[src/sv/gspg_pkg.sv]
// ----------------------------------------------------------------------------
// gspg_pkg
// Shared widths, constants, beat and command types, and state encodings for
// the graded segment point generator.
// ----------------------------------------------------------------------------
package gspg_pkg;

  localparam int MAX_POINTS       = 64;
  localparam int COORD_BITS       = 32;
  localparam int FACTOR_FRAC_BITS = 12;
  localparam int FACTOR_BITS      = 16;
  localparam int GUARD_BITS       = 62 - COORD_BITS;
  localparam int POW_BITS         = 48;
  localparam int COUNT_BITS       = 7;
  localparam int IDX_BITS         = 6;
  localparam int DIFF_BITS        = COORD_BITS + 1;
  localparam int DIST_BITS        = 2 * DIFF_BITS + 1;
  localparam int DIVD_BITS        = DIFF_BITS + GUARD_BITS;
  localparam int DIVC_BITS        = $clog2(DIVD_BITS);
  // sum of powers is never below one, so the step fits in this many bits
  localparam int STEP_BITS        = DIVD_BITS - FACTOR_FRAC_BITS;
  localparam int STEP_LO_BITS     = STEP_BITS / 2 + 1;
  localparam int STEP_HI_BITS     = STEP_BITS - STEP_LO_BITS;
  localparam int SHIFT_BITS       = 5;

  localparam logic [POW_BITS-1:0]    POW_SAT    = {POW_BITS{1'b1}};
  localparam logic [POW_BITS-1:0]    POW_ONE    =
    {{(POW_BITS-1){1'b0}}, 1'b1} << FACTOR_FRAC_BITS;
  localparam logic [FACTOR_BITS-1:0] FACTOR_ONE =
    {{(FACTOR_BITS-1){1'b0}}, 1'b1} << FACTOR_FRAC_BITS;
  localparam logic [COUNT_BITS-1:0]  COUNT_MAX  = COUNT_BITS'(MAX_POINTS);
  localparam logic [COUNT_BITS-1:0]  COUNT_MIN  = COUNT_BITS'(2);

  typedef struct packed {
    logic signed [COORD_BITS-1:0] start_x;
    logic signed [COORD_BITS-1:0] start_y;
    logic signed [COORD_BITS-1:0] end_x;
    logic signed [COORD_BITS-1:0] end_y;
    logic [COUNT_BITS-1:0]        point_count;
    logic [FACTOR_BITS-1:0]       grading_factor;
    logic signed [COORD_BITS-1:0] pick_x;
    logic signed [COORD_BITS-1:0] pick_y;
  } in_beat_t;

  typedef struct packed {
    logic signed [COORD_BITS-1:0] point_x;
    logic signed [COORD_BITS-1:0] point_y;
    logic [IDX_BITS-1:0]          point_index;
    logic                         point_valid;
    logic                         last;
  } out_beat_t;

  // classified segment handed from front to back
  typedef struct packed {
    logic signed [COORD_BITS-1:0] start_x;
    logic signed [COORD_BITS-1:0] start_y;
    logic signed [COORD_BITS-1:0] end_x;
    logic signed [COORD_BITS-1:0] end_y;
    logic [IDX_BITS-1:0]          count;
    logic [FACTOR_BITS-1:0]       factor;
    logic                         from_start;
    logic                         degen;
  } cmd_t;

  typedef enum logic [1:0] {
    F_IDLE,
    F_SQUARE,
    F_PUSH
  } front_state_t;

  typedef enum logic [2:0] {
    B_IDLE,
    B_POWER,
    B_NORM,
    B_DIV,
    B_READ,
    B_MUL,
    B_SUM,
    B_OUT
  } back_state_t;

endpackage

[src/sv/gspg_front.sv]
// ----------------------------------------------------------------------------
// gspg_front
// Accepts a segment beat, flags degenerate requests and picks the seeding
// direction by comparing squared pick distances, one square per cycle.
// ----------------------------------------------------------------------------
module gspg_front (
  input  logic               clk,
  input  logic               rst,
  input  logic               in_valid,
  output logic               in_ready,
  input  gspg_pkg::in_beat_t in_data,
  output logic               push_valid,
  input  logic               push_ready,
  output gspg_pkg::cmd_t     push_cmd
);

  gspg_pkg::front_state_t state, state_next;
  gspg_pkg::in_beat_t     item;
  logic signed [gspg_pkg::DIFF_BITS-1:0] diff [4];
  logic [1:0]                            sq_step;
  logic [gspg_pkg::DIST_BITS-1:0]        dist0, dist1;
  logic                                  degen;

  logic signed [gspg_pkg::DIFF_BITS-1:0] diff_sel;
  logic [gspg_pkg::DIFF_BITS-1:0]        diff_mag;
  logic [2*gspg_pkg::DIFF_BITS-1:0]      square;
  logic [gspg_pkg::COUNT_BITS-1:0]       count_sat;
  logic                                  accept;

  assign accept = in_valid && in_ready;

  // magnitude square of the selected difference
  always_comb begin
    diff_sel = diff[sq_step];
    diff_mag = diff_sel[gspg_pkg::DIFF_BITS-1] ? gspg_pkg::DIFF_BITS'(-diff_sel)
                                               : gspg_pkg::DIFF_BITS'(diff_sel);
    square   = diff_mag * diff_mag;
  end

  // next state
  always_comb begin
    state_next = state;
    case (state)
      gspg_pkg::F_IDLE: begin
        if (accept) begin
          if (in_data.point_count <= gspg_pkg::COUNT_MIN || in_data.grading_factor == '0) begin
            state_next = gspg_pkg::F_PUSH;
          end else begin
            state_next = gspg_pkg::F_SQUARE;
          end
        end
      end
      gspg_pkg::F_SQUARE: begin
        if (sq_step == 2'd3) state_next = gspg_pkg::F_PUSH;
      end
      gspg_pkg::F_PUSH: begin
        if (push_ready) state_next = gspg_pkg::F_IDLE;
      end
      default: state_next = gspg_pkg::F_IDLE;
    endcase
  end

  // outputs
  always_comb begin
    in_ready   = (state == gspg_pkg::F_IDLE);
    push_valid = (state == gspg_pkg::F_PUSH);
    count_sat  = (item.point_count > gspg_pkg::COUNT_MAX) ? gspg_pkg::COUNT_MAX
                                                         : item.point_count;
    push_cmd.start_x    = item.start_x;
    push_cmd.start_y    = item.start_y;
    push_cmd.end_x      = item.end_x;
    push_cmd.end_y      = item.end_y;
    push_cmd.count      = gspg_pkg::IDX_BITS'(count_sat - gspg_pkg::COUNT_MIN);
    push_cmd.factor     = item.grading_factor;
    push_cmd.from_start = !degen && (item.grading_factor != gspg_pkg::FACTOR_ONE)
                          && (dist0 > dist1);
    push_cmd.degen      = degen;
  end

  always_ff @(posedge clk) begin
    if (rst) begin
      state   <= gspg_pkg::F_IDLE;
      sq_step <= '0;
    end else begin
      state <= state_next;
      if (accept) sq_step <= '0;
      else if (state == gspg_pkg::F_SQUARE) sq_step <= sq_step + 2'd1;
    end
  end

  // payload capture and distance accumulation
  always_ff @(posedge clk) begin
    if (accept) begin
      item    <= in_data;
      degen   <= (in_data.point_count <= gspg_pkg::COUNT_MIN) || (in_data.grading_factor == '0);
      diff[0] <= {in_data.pick_x[gspg_pkg::COORD_BITS-1], in_data.pick_x}
               - {in_data.start_x[gspg_pkg::COORD_BITS-1], in_data.start_x};
      diff[1] <= {in_data.pick_y[gspg_pkg::COORD_BITS-1], in_data.pick_y}
               - {in_data.start_y[gspg_pkg::COORD_BITS-1], in_data.start_y};
      diff[2] <= {in_data.pick_x[gspg_pkg::COORD_BITS-1], in_data.pick_x}
               - {in_data.end_x[gspg_pkg::COORD_BITS-1], in_data.end_x};
      diff[3] <= {in_data.pick_y[gspg_pkg::COORD_BITS-1], in_data.pick_y}
               - {in_data.end_y[gspg_pkg::COORD_BITS-1], in_data.end_y};
    end else if (state == gspg_pkg::F_SQUARE) begin
      case (sq_step)
        2'd0: dist0 <= gspg_pkg::DIST_BITS'(square);
        2'd1: dist0 <= dist0 + gspg_pkg::DIST_BITS'(square);
        2'd2: dist1 <= gspg_pkg::DIST_BITS'(square);
        default: dist1 <= dist1 + gspg_pkg::DIST_BITS'(square);
      endcase
    end
  end

endmodule

[config.mk]
export PLATFORM = sky130hd
export DESIGN_NAME = gspg_front
export DESIGN_NICKNAME = d
export VERILOG_FILES = /design/src/sv/gspg_pkg.sv /design/src/sv/gspg_front.sv
export SDC_FILE = /design/constraint.sdc
export NUM_CORES = 2
export LEC_CHECK = 0
export ABC_AREA = 1
export BUFFER_PORTS_ARGS = -buffer_cell sky130_fd_sc_hd__buf_2
export CAP_MARGIN = 20
export CELL_PAD_IN_SITES_DETAIL_PLACEMENT = 1
export CELL_PAD_IN_SITES_GLOBAL_PLACEMENT = 2
export CORE_ASPECT_RATIO = 0.8
export CORE_UTILIZATION = 42
export DETAILED_ROUTE_END_ITERATION = 16
export MAX_ROUTING_LAYER = met4
export PLACE_DENSITY_LB_ADDON = 0.1
export SLEW_MARGIN = 25
export SYNTH_ARGS = -nofsm -noshare
export SYNTH_HDL_FRONTEND = slang
export SYNTH_SLANG_ARGS = --single-unit
[constraint.sdc]
create_clock -name clk -period 37.6 [get_ports clk]
set_clock_uncertainty 0.15 [all_clocks]
set_input_delay 0 -clock clk [delete_from_list [all_inputs] [get_ports clk]]
set_output_delay 0 -clock clk [all_outputs]
set_load 0.005 [all_outputs]
==> results.cfg <==
[detailed_routing]
drcViolationCount = 0
routedWlPerCell_um = 28.55
viasPerCell = 5.684
drtIter0Drc = 7401
drt_wl_total_um = 325400
firstDrtPassIters = 6
vias = 64780
ant_nets = 0

[worst_hold_path]
min-delay-path-class = input port to flop
holdPathStages = 4
hp-start = in_data[87]

[yosys]
synth_area_um2 = 67540
synthCells = 8578
yosysWarnings = 0
synth.avg_cell_area_um2 = 7.873
synth_seq_area_share = 0.1876
synth_cell_types = 55
synth_seq_cells = 424

[critical_path]
crit_required_ns = 37.90
arrival_ns = 16.31
crit_type = flop to flop
crit_fanout = 67
start_kind = flop
crit_slowest_cell = o21ai_0
slowest_delay_ns = 0.97
reg2reg_depth = 48
cp-end-kind = flop

[final_layout]
fin_cells = 11400
fillers = 19600
fin_nets = 10900
layout_common_cells = 1761 x inv_1, 1648 x nand2_1, 932 x nor2_1
syn2layout_area_growth_pct = 14.05
drive_gt1_frac = 0.07269
final_common_cell = inv_1

[outcome]
status = finished, final reports clean

[grt]
grt.total_usage = 0.4102
grt_pass1_vias = 67890
grt_pass1_wl_um = 471200
grt_max_degree = 70
antenna_found_initial = 10
gr-total-overflow = 0

[timing]
setup_viol = 0
min_period_over_period = 0.4257
slew_viol_final = 0
worst_pin_slew_ns = 1.186
period_needed_ns = 16.01
max_clock_freq_ghz = 0.06248
hold_violations = 0
setup_slack_ns = 21.59
grt_setup_unrepaired = no
slew_headroom = 0.2013
tns_ns = 0

[clocking]
postCtsSetupBuffers = 0
cts.repair.resized = 0
cts_buffers = 55
htreeDepth = 2
cts_tree = yes
clockBufferDepth = 3
insertion_delay_ns = 0.72
clk_pin_slew_ns = 0.07
root_buffer = clkbuf_16
clock-sinks = 424
ctsHoldBuffers = 394

[die]
dieArea_um2 = 162400
die_y_um = 360.7
start_util = 0.4235
io_pins = 373
rows = 131
fp.coreArea_um2 = 159500
die_x_um = 450.3

[placed_design]
io_buffers = 372
dp.cells = 10890
dpl_worst_slack_ns = 22.32
dpl.hpwl_um = 263700
gp_congestion = 1.171

[flow_run]
maxCapViolations = 0
## sequential cells by signal (all words and copies together) (netlist names), named ones only
signal	count
dist1	67
degen	1
sq_step	2
state	2
item	7
push_cmd	144
diff	132
dist0	67
## logic make-up after synthesis
kind of cell,count (synthesis),share of synthesized area
buffers and inverters,2093,0.1275
xor gates and xnor gates,188,0.02438
adders and majority gates,1465,0.3676
and+or+nand+nor,3277,0.2008
other,2,0.0001112
AOI/OAI and AO/OA,1129,0.09196
DFF,424,0.1876
## cells in the mapped netlist (all sizes together)
cell     number  share of area
a31o          2        0.00026
conb          2        0.00011
nand4        66         0.0061
and3          4        0.00037
a31oi        17         0.0016
inv        1793           0.10
nor4b         2        0.00026
a2111oi       8         0.0010
nor4         35         0.0032
ha          600           0.11
o21bai       65         0.0073
nor2        948          0.053
a211o         1        0.00013
fa          865           0.26
nand2      1656          0.092
a221oi        6        0.00078
o41ai         1        0.00013
a21boi       31         0.0035
xnor2        77          0.010
a21o         35         0.0039
o21a         24         0.0027
a21oi       525          0.039
a211oi        3        0.00033
edfxtp      418           0.19
nand2b        1       0.000093
o22ai         3        0.00028
clkbuf       36         0.0020
o211ai       20         0.0022
o2111ai       2        0.00026
clkinv        4        0.00022
and2         35         0.0032
or2          40         0.0037
nor3         71         0.0054
nand3       374          0.028
nand3b       45         0.0050
xor2        111          0.014
buf         260          0.026
dfxtp         6         0.0018
o21ai       385          0.029
a41oi         1        0.00013
## metrics by stage
stage | util | instance area [um2] | hold WS, ns
2_1_floorplan | - | 67620 | -0.05113
3_3_place_gp | 0.4453 | 71010 | 0.04378
4_1_cts | 0.4826 | 76970 | 0.04922
5_1_grt | 0.4829 | 77010 | 0.1196
6_report | 0.4830 | 77030 | 0.08446
3_5_place_dp | 0.4458 | 71090 | 0.04382
## worst max-delay path, delay by kind of cell, from the launching register on
kind,cells,cell delay [ns]
fa+ha+maj,10,4.95
simple gates,20,4.90
buf+inv,13,2.87
compound gates,4,1.74
xor+xnor,1,0.68
flops,1,0.32
## metal layers
| metal | wire length (um) | track usage | vias to the layer above |
|---|---|---|---|
| met3 | 40440 | 0.1339 | 479 |
| met1 | 149300 | 0.5954 | 33010 |
| met4 | 7894 | 0.08804 | 0 |
| met2 | 127700 | 0.5464 | 3266 |
| li1 | - | - | 28030 |
| met5 | 0 | - | - |
## area by class of cell
type	count	area, um2	area share
tap	2128	2663	0.03457
clock buffer	60	1395	0.01811
timing repair buffer	853	6476	0.08408
multi-input combinational	6084	46510	0.6038
antenna	11	27.53	0.0003574
sequential	424	12670	0.1645
clock inverter	40	534.3	0.006936
inverter	1797	6745	0.08757
## final timing paths
check                                 end  slack [ns]
setup / recovery      dist0[61]$_DFFE_PP_       21.59
hold reg to reg   sq_step[0]$_SDFFE_PP0P_        0.46
setup reg to reg      dist0[61]$_DFFE_PP_       21.59
hold / removal       diff[3][0]$_DFFE_PP_        0.08
Power is left out: the tool's default activity adds up to more than one toggle a clock period on the data nets, which glitch-free logic cannot reach.
