[config.mk]
export PLATFORM = sky130hd
export DESIGN_NAME = gspg_queue
export DESIGN_NICKNAME = d
export VERILOG_FILES = /design/src/sv/gspg_pkg.sv /design/src/sv/gspg_queue.sv
export SDC_FILE = /design/constraint.sdc
export NUM_CORES = 1
export LEC_CHECK = 0
export BUFFER_PORTS_ARGS = -buffer_cell sky130_fd_sc_hd__buf_2
export CORE_UTILIZATION = 36
export CTS_CLUSTER_DIAMETER = 200
export DETAILED_ROUTE_END_ITERATION = 16
export GPL_ROUTABILITY_DRIVEN = 0
export PLACE_DENSITY_LB_ADDON = 0.08
export SLEW_MARGIN = 20
export SYNTH_ARGS = -nofsm -noshare
export SYNTH_HDL_FRONTEND = slang
export SYNTH_SLANG_ARGS = --single-unit
[constraint.sdc]
create_clock -name clk -period 5.3 [get_ports clk]
set_input_delay 1.325 -clock clk [delete_from_list [all_inputs] [get_ports clk]]
set_output_delay 1.325 -clock clk [all_outputs]
set_load 0.01 [all_outputs]
[src/sv/gspg_pkg.sv]
// ----------------------------------------------------------------------------
// gspg_pkg
// Shared widths, constants, beat and command types, and state encodings for
// the graded segment point generator.
// ----------------------------------------------------------------------------
package gspg_pkg;

  localparam int MAX_POINTS       = 64;
  localparam int COORD_BITS       = 32;
  localparam int FACTOR_FRAC_BITS = 12;
  localparam int FACTOR_BITS      = 16;
  localparam int GUARD_BITS       = 62 - COORD_BITS;
  localparam int POW_BITS         = 48;
  localparam int COUNT_BITS       = 7;
  localparam int IDX_BITS         = 6;
  localparam int DIFF_BITS        = COORD_BITS + 1;
  localparam int DIST_BITS        = 2 * DIFF_BITS + 1;
  localparam int DIVD_BITS        = DIFF_BITS + GUARD_BITS;
  localparam int DIVC_BITS        = $clog2(DIVD_BITS);
  // sum of powers is never below one, so the step fits in this many bits
  localparam int STEP_BITS        = DIVD_BITS - FACTOR_FRAC_BITS;
  localparam int STEP_LO_BITS     = STEP_BITS / 2 + 1;
  localparam int STEP_HI_BITS     = STEP_BITS - STEP_LO_BITS;
  localparam int SHIFT_BITS       = 5;

  localparam logic [POW_BITS-1:0]    POW_SAT    = {POW_BITS{1'b1}};
  localparam logic [POW_BITS-1:0]    POW_ONE    =
    {{(POW_BITS-1){1'b0}}, 1'b1} << FACTOR_FRAC_BITS;
  localparam logic [FACTOR_BITS-1:0] FACTOR_ONE =
    {{(FACTOR_BITS-1){1'b0}}, 1'b1} << FACTOR_FRAC_BITS;
  localparam logic [COUNT_BITS-1:0]  COUNT_MAX  = COUNT_BITS'(MAX_POINTS);
  localparam logic [COUNT_BITS-1:0]  COUNT_MIN  = COUNT_BITS'(2);

  typedef struct packed {
    logic signed [COORD_BITS-1:0] start_x;
    logic signed [COORD_BITS-1:0] start_y;
    logic signed [COORD_BITS-1:0] end_x;
    logic signed [COORD_BITS-1:0] end_y;
    logic [COUNT_BITS-1:0]        point_count;
    logic [FACTOR_BITS-1:0]       grading_factor;
    logic signed [COORD_BITS-1:0] pick_x;
    logic signed [COORD_BITS-1:0] pick_y;
  } in_beat_t;

  typedef struct packed {
    logic signed [COORD_BITS-1:0] point_x;
    logic signed [COORD_BITS-1:0] point_y;
    logic [IDX_BITS-1:0]          point_index;
    logic                         point_valid;
    logic                         last;
  } out_beat_t;

  // classified segment handed from front to back
  typedef struct packed {
    logic signed [COORD_BITS-1:0] start_x;
    logic signed [COORD_BITS-1:0] start_y;
    logic signed [COORD_BITS-1:0] end_x;
    logic signed [COORD_BITS-1:0] end_y;
    logic [IDX_BITS-1:0]          count;
    logic [FACTOR_BITS-1:0]       factor;
    logic                         from_start;
    logic                         degen;
  } cmd_t;

  typedef enum logic [1:0] {
    F_IDLE,
    F_SQUARE,
    F_PUSH
  } front_state_t;

  typedef enum logic [2:0] {
    B_IDLE,
    B_POWER,
    B_NORM,
    B_DIV,
    B_READ,
    B_MUL,
    B_SUM,
    B_OUT
  } back_state_t;

endpackage

[src/sv/gspg_queue.sv]
// ----------------------------------------------------------------------------
// gspg_queue
// Two-entry command queue between the front and the back.
// ----------------------------------------------------------------------------
module gspg_queue (
  input  logic           clk,
  input  logic           rst,
  input  logic           push_valid,
  output logic           push_ready,
  input  gspg_pkg::cmd_t push_cmd,
  output logic           pop_valid,
  input  logic           pop_ready,
  output gspg_pkg::cmd_t pop_cmd
);

  gspg_pkg::cmd_t entry [2];
  logic           wr_ptr, rd_ptr;
  logic [1:0]     fill;
  logic           do_push, do_pop;

  assign push_ready = (fill != 2'd2);
  assign pop_valid  = (fill != 2'd0);
  assign pop_cmd    = entry[rd_ptr];
  assign do_push    = push_valid && push_ready;
  assign do_pop     = pop_valid && pop_ready;

  always_ff @(posedge clk) begin
    if (rst) begin
      wr_ptr <= 1'b0;
      rd_ptr <= 1'b0;
      fill   <= '0;
    end else begin
      if (do_push) wr_ptr <= !wr_ptr;
      if (do_pop)  rd_ptr <= !rd_ptr;
      case ({do_push, do_pop})
        2'b10:   fill <= fill + 2'd1;
        2'b01:   fill <= fill - 2'd1;
        default: fill <= fill;
      endcase
    end
  end

  always_ff @(posedge clk) begin
    if (do_push) entry[wr_ptr] <= push_cmd;
  end

endmodule

==> flow_summary.rst, run 1 <==
.. list-table::
   :header-rows: 1

   * - Metric
     - Value
   * - Final clock period utilization by the worst path
     - 0.698
   * - Max stage delay on crit path
     - 0.77 ns
   * - Via density
     - 4.59
   * - Met2 layer usage reported by global route
     - 0.231
   * - Total Power Consumption
     - 0.00716 W
   * - Number of antenna violations at the first check in global routing
     - 8
   * - Setup skew after layout
     - 0.00854 ns
   * - Clock Sinks
     - 309
   * - Total number of H-tree levels
     - 2
   * - Maximum VDD drop
     - 0.000501 V
   * - Share of total power consumed by net switching
     - 0.264
   * - Transition time at the pin with the least slew margin
     - 0.907 ns
   * - Synthesis Warnings
     - 0
   * - Maximum Capacitance Violations
     - 0
   * - Count of final max-slew check failures
     - 0
   * - Int Pwr
     - 0.00527 W
   * - DIE HEIGHT
     - 178 um
   * - Global-route wire length before repair
     - 33400 um
   * - Peak Freq
     - 270 MHz
   * - First-pass iteration count of the detailed router
     - 4
   * - DRC marker count from the first detailed-route iteration
     - 237
   * - Number of global-route vias before repair
     - 6027
   * - Area of the mapped netlist
     - 0.0112 sq mm
   * - Top cell family by delay on the critical path
     - flip-flops
   * - Mean Syn Cell Area
     - 22.5 sq um
   * - Syn nets
     - 654
   * - Chain of cells forming the critical path
     - buf_12 -> mux2_2 -> buf_2
   * - Asr flop ratio synth
     - 0
   * - Hold Fails Final Rpt
     - 0
   * - Final nets
     - 989
   * - Number of buffers on the longest clock path
     - 3
   * - Fraction of the yosys area taken by sequential cells
     - 0.824
   * - WP buf/inv
     - 2
   * - Net switching power of the design
     - 0.00189 W
   * - Unrepaired setup endpoints after global routing
     - no
   * - Global router's overall resource usage
     - 0.140
   * - Clock tree from TritonCTS
     - built
   * - Flip-flop cell with the highest count after synthesis
     - edfxtp_1
   * - Worst skew pair latency
     - 0.50 ns
   * - M1 GR Usage
     - 0.163
   * - Pin count of the biggest net entering global routing
     - 92
   * - Final ANT Viol Nets
     - 0
   * - Fraction of layout instances using a drive strength above 1
     - 0.598
   * - Count of port buffers added during placement
     - 309
   * - I/O pin count
     - 310
   * - Core Util, Final
     - 0.467
   * - Post-CTS sizing
     - 0
   * - Sequential cell fraction of total power
     - 0.448
   * - Setup repair bufs after CTS
     - 0
   * - Worst endpoint required time
     - 3.97 ns
   * - Largest cells by area after synthesis
     - edfxtp_1 81%, mux2_2 14%, buf_6 0.90%
   * - Pwr Density
     - 501 mW/mm^2
   * - Cell accounting for the most synthesized area
     - edfxtp_1
   * - Combinational Power Share
     - 0.232
   * - Detailed-route wire length per cell
     - 18.4 um
   * - Final critical-path required period
     - 3.70 ns
   * - Fill cell instance count of the final layout
     - 2708
   * - EDFF count, synth
     - 304
   * - Worst-path clk slew
     - 0.05 ns
   * - Number of CTS-inserted buffers
     - 34
   * - Outcome
     - completed
   * - Setup Crit Path Kind
     - flop to output pin
   * - Max-slew headroom
     - 0.395
   * - CP startpoint kind
     - flop
   * - Initial standard-cell utilization of the core
     - 0.366
   * - Distinct cells, synth
     - 21
   * - Grt met3 use
     - 0.0607
   * - CTS Root Buffer Type
     - clkbuf_16
   * - Worst min path class
     - flop to flop
   * - Number of buffers inserted by hold repair at cts
     - 0
   * - Total wirelength of the detailed-routed design
     - 23000 um
   * - Share of power burned in the clock network
     - 0.320
   * - Dpl hpwl
     - 15300 um
   * - Core box area
     - 0.0306 sq mm
   * - Row Count
     - 64
   * - Area of the die
     - 0.0318 sq mm
   * - Horizontal die dimension
     - 178 um
   * - Flip-flop and latch count after synthesis
     - 309
   * - Synth top area share
     - 0.815
   * - Critical path capture point type
     - output pin
   * - Post-Synthesis Cells
     - 497
   * - Master of the slowest instance on the critical path
     - dfxtp_4
   * - Final sum of negative setup slack
     - 0 ns
   * - Post-synthesis to final-layout area growth
     - 27.6%
   * - Most Crowded Layer GR
     - met2
   * - Residual overflow from global routing
     - 0
   * - Final setup violation count
     - 0
   * - Maximum fanout encountered on the critical timing path
     - 80
   * - DRC viols
     - 0
   * - Endpoint arrival time on the critical path
     - 2.37 ns
   * - Count of vias placed by the detailed router
     - 5756
   * - Reported leakage power
     - 5.29 nW
==> kinds of logic (layout without fill, tap and decap cells) <==
kind of cell / Yosys count / after routing / share of synthesized area
flip-flops: 309 / 309 / 0.824
multiplexers: 152 / 152 / 0.153
other: 0 / 3 / 0
AO/OA/AOI/OAI: 5 / 5 / 0.00290
XOR/XNOR: 3 / 3 / 0.00235
adder cells (fa/ha/maj): 1 / 1 / 0.00112
buffers and inverters: 18 / 375 / 0.0130
AND/OR/NAND/NOR: 9 / 9 / 0.00424
==> metrics by stage <==
stage                     instances  instance area, sq um  setup slack (ns)  hold slack (ns)
after CTS                      1250                 14300              1.52            0.528
after detailed placement       1192                 13200              2.06            0.512
final                          1253                 14300              1.60            0.527
after global placement         1192                 13200              2.08            0.493
after floorplan                 497                 11200             0.433            0.474
after global routing           1251                 14300              1.46            0.575
==> sequential cells by signal (all words and copies together) (netlist names), named ones only <==
signal  count
entry     304
wr_ptr      1
rd_ptr      1
fill        2
==> synthesized netlist by cell type, types with 2 or more instances <==
| cell type | number |
|---|---|
| dfxtp_1 | 5 |
| edfxtp_1 | 304 |
| buf_6 | 9 |
| a21oi_1 | 2 |
| mux2_2 | 144 |
| buf_2 | 8 |
| xnor2_1 | 2 |
| nor2_1 | 3 |
| mux2_1 | 8 |
==> final cells by class <==
cell class	count	area [sq um]	share of cell area
diodes	3	7.51	0.000525
clock buffers	46	960	0.0671
clock inverters	12	131	0.00919
flip-flops and latches	309	9230	0.646
multi-input cells	170	1840	0.128
well taps	396	495	0.0347
inverters	1	8.76	0.000613
repair buffers	316	1620	0.114
==> power groups by stage <==
stage                     registers, W  logic, W  clock network, W
after floorplan                0.00322   0.00110                 0
after global placement         0.00325   0.00169                 0
after detailed placement       0.00327   0.00170                 0
after CTS                      0.00322   0.00171           0.00236
after global routing           0.00325   0.00180           0.00244
final                          0.00321   0.00166           0.00229
==> layout by cell type (no fill, tap or decap) <==
master,n
nor2_1,3
and3_4,1
xnor2_1,2
nand2b_1,1
edfxtp_1,304
a21bo_2,1
xor2_1,1
o21ai_0,1
diode_2,3
bufinv_16,3
clkinv_1,3
inv_6,1
clkbuf_16,37
or3_1,1
dfxtp_4,1
dfxtp_1,4
or2_2,1
ha_1,1
buf_2,309
a21oi_1,2
clkbuf_1,9
mux2_2,144
nand2_1,1
clkinv_2,6
o21a_1,1
nand3b_1,1
buf_4,5
buf_12,2
mux2_1,8
==> metal layers <==
layer  up-vias  routed length (um)
met2       229               11000
met1      2818                8930
met3        47                2520
met4         8                 481
li1       2654                   -
met5         -                  61
==> worst register-to-register path: cells and delay by family (launching register included) <==
kind	cells	cell delay, ns
AND/OR/NAND/NOR	2	0.43
buffers and inverters	2	1.21
flip-flops	1	0.42
==> final timing paths <==
kind,start,slack (ns),end,cells after the start
max,flop,1.60,pop_cmd[99],3
min,fill[1]$_SDFFE_PP0P_,0.53,fill[1]$_SDFFE_PP0P_,2
max reg2reg,fill[0]$_SDFFE_PP0P_,2.90,entry[0][114]$_DFFE_PP_,4
min reg2reg,fill[1]$_SDFFE_PP0P_,0.53,fill[1]$_SDFFE_PP0P_,2
(Power assumes the default switching activity.)
==> run 2, diff against run 1 <==
Clock period 5.3 ns to 3.5 ns, I/O delays scaled along.
==> run 2 against run 1 <==
Clock-buffer cell count rose by 1. Combinational power rose by 57%. Critical path depth did not move. Die area did not move. Clock power rose by 48%.
==> flow_summary.rst, run 2 (synthesis gave the netlist of run 1 again) <==
.. list-table::
   :header-rows: 1

   * - Metric
     - Value
   * - Outcome
     - completed (unchanged)
   * - Startpoint of the worst-slack reg-to-reg timing path
     - fill[0]$_SDFFE_PP0P_ (unchanged)
   * - Pin count of the biggest net entering global routing
     - 98 (was 92)
   * - Grt met3 use
     - 0.0539 (was 0.0607)
   * - Largest registers
     - entry (304), fill (2) (unchanged)
   * - Setup repair bufs after CTS
     - 0 (unchanged)
   * - Number of buffers on the longest clock path
     - 3 (unchanged)
   * - R2r setup slk
     - 1.70 ns (was 2.90 ns)
   * - Post-synthesis to final-layout area growth
     - 27.6% (unchanged)
   * - Pwr Density
     - 755 mW/mm^2 (was 501 mW/mm^2)
   * - Core box area
     - 0.0306 sq mm (unchanged)
   * - First-pass iteration count of the detailed router
     - 4 (unchanged)
   * - Leading cell types in the layout, fill and taps excluded
     - 309 x buf_2, 304 x edfxtp_1, 144 x mux2_2, 37 x clkbuf_16, 9 x clkbuf_1 (unchanged)
   * - Hold Fails Final Rpt
     - 0 (unchanged)
   * - Setup skew after layout
     - 0.00873 ns (was 0.00854 ns)
   * - Most Crowded Layer GR
     - met2 (unchanged)
   * - Peak Freq
     - 342 MHz
   * - Number of flip-flops in the largest register
     - 304 (unchanged)
   * - Final setup violation count
     - 0 (unchanged)
   * - Post-CTS sizing
     - 0 (unchanged)
   * - Final clock period utilization by the worst path
     - 0.834
   * - Setup Crit Path Kind
     - flop to output pin (unchanged)
   * - CP startpoint kind
     - flop (unchanged)
   * - Reported leakage power
     - 5.27 nW (was 5.29 nW)
   * - Worst skew pair latency
     - 0.50 ns (about the same)
   * - Final critical-path required period
     - 2.92 ns
   * - Met2 layer usage reported by global route
     - 0.236 (was 0.231)
   * - Transition time at the pin with the least slew margin
     - 0.744 ns (was 0.907 ns)
   * - Number of global-route vias before repair
     - 6164 (was 6027)
   * - DIE HEIGHT
     - 178 um (unchanged)
   * - DRC marker count from the first detailed-route iteration
     - 232 (was 237)
   * - Max-slew headroom
     - 0.504 (was 0.395)
   * - Via density
     - 4.58 (was 4.59)
   * - Global-route wire length before repair
     - 33600 um (was 33400 um)
   * - Hold Startpoint
     - rd_ptr$_SDFFE_PP0P_ (was fill[1]$_SDFFE_PP0P_)
   * - Residual overflow from global routing
     - 0 (unchanged)
   * - Unrepaired setup endpoints after global routing
     - no (unchanged)
   * - Maximum Capacitance Violations
     - 0 (unchanged)
   * - Clock tree from TritonCTS
     - built (unchanged)
   * - I/O pin count
     - 310 (unchanged)
   * - Row Count
     - 64 (unchanged)
   * - Initial standard-cell utilization of the core
     - 0.366 (unchanged)
   * - Core Util, Final
     - 0.467 (unchanged)
   * - Critical path capture point type
     - output pin (unchanged)
   * - Maximum fanout encountered on the critical timing path
     - 55 (was 80)
   * - Number of antenna violations at the first check in global routing
     - 1 (was 8)
   * - Worst hold stages
     - 2 (unchanged)
   * - Maximum VDD drop
     - 0.000394 V (was 0.000501 V)
   * - Commonest non-fill, non-tap cell in the layout
     - buf_2 (unchanged)
   * - Area of the die
     - 0.0318 sq mm (unchanged)
   * - Worst hold slack across all endpoints
     - 0.528 ns (was 0.527 ns)
   * - Worst min path class
     - flop to flop (unchanged)
   * - Count of vias placed by the detailed router
     - 5719 (was 5756)
   * - RR Endpoint
     - entry[0][78]$_DFFE_PP_ (was entry[0][114]$_DFFE_PP_)
   * - DRC viols
     - 0 (unchanged)
   * - Detailed-route wire length per cell
     - 18.3 um (was 18.4 um)
   * - Total wirelength of the detailed-routed design
     - 22900 um (was 23000 um)
   * - Endpoint arrival time on the critical path
     - 2.05 ns (was 2.37 ns)
   * - Cell depth of the worst flop-to-flop path
     - 4 (unchanged)
   * - Total number of H-tree levels
     - 2 (unchanged)
   * - Worst-path clk slew
     - 0.06 ns (was 0.05 ns)
   * - Horizontal die dimension
     - 178 um (unchanged)
   * - Clock Sinks
     - 309 (unchanged)
   * - CTS Root Buffer Type
     - clkbuf_16 (unchanged)
   * - Global router's overall resource usage
     - 0.139 (was 0.140)
   * - Largest reg by FF count
     - entry (unchanged)
   * - Final ANT Viol Nets
     - 0 (unchanged)
   * - M1 GR Usage
     - 0.159 (was 0.163)
   * - Count of port buffers added during placement
     - 309 (unchanged)
   * - Number of buffers inserted by hold repair at cts
     - 0 (unchanged)
   * - Number of CTS-inserted buffers
     - 34 (unchanged)
   * - Worst endpoint required time
     - 2.62 ns (was 3.97 ns)
   * - Fraction of layout instances using a drive strength above 1
     - 0.597 (was 0.598)
   * - Dpl hpwl
     - 15000 um (was 15300 um)
   * - Final nets
     - 988 (was 989)
   * - Count of final max-slew check failures
     - 0 (unchanged)
[run 2: worst max-delay path, cell delays in order, from the launching register on]
cell and delay [ns]:
dfxtp_4 0.35, buf_4 0.56, mux2_1 0.43, buf_2 0.16
[run 2: worst max-delay path by stage]
stage	end	cells past startpoint	from	slack, ns
after floorplan	entry[0][0]$_DFFE_PP_	2	push_valid	-0.16
after global placement	pop_cmd[63]	3	flop	1.11
after detailed placement	pop_cmd[63]	3	flop	1.07
after CTS	pop_cmd[63]	3	flop	0.52
after global routing	pop_cmd[63]	3	flop	0.46
final	pop_cmd[63]	3	flop	0.58
[run 2: metal layers]
metal / vias up / wire length, um
met1: 2797 / 8800
met2: 225 / 11200
li1: 2648 / -
met3: 47 / 2300
met5: - / 8
met4: 2 / 558
[run 2: metrics by stage]
| step | power [W] | cells | area [sq um] | TNS [ns] | setup WS (ns) |
|---|---|---|---|---|---|
| finish | 0.0108 | 1248 | 14300 | 0 | 0.580 |
| CTS | 0.0110 | 1247 | 14300 | 0 | 0.519 |
| global route | 0.0113 | 1247 | 14300 | 0 | 0.456 |
| detailed placement | 0.00752 | 1191 | 13200 | 0 | 1.07 |
| global placement | 0.00745 | 1191 | 13200 | 0 | 1.11 |
| floorplan | 0.00653 | 497 | 11200 | -24.34 | -0.160 |
[run 2: cell type report]
cell class	instances	area, sq um
well taps	396	495
inverters	1	7.51
fillers	2677	16300
diodes	1	2.50
multi-input cells	170	1840
repair buffers	315	1650
clock inverters	9	93.8
flip-flops and latches	309	9230
clock buffers	47	973
[run 2: report_power, final]
part	total [W]	switching [W]	internal [W]
clock network	0.00340	0.00132	0.00208
registers	0.00479	0.000116	0.00467
logic	0.00260	0.00141	0.00119
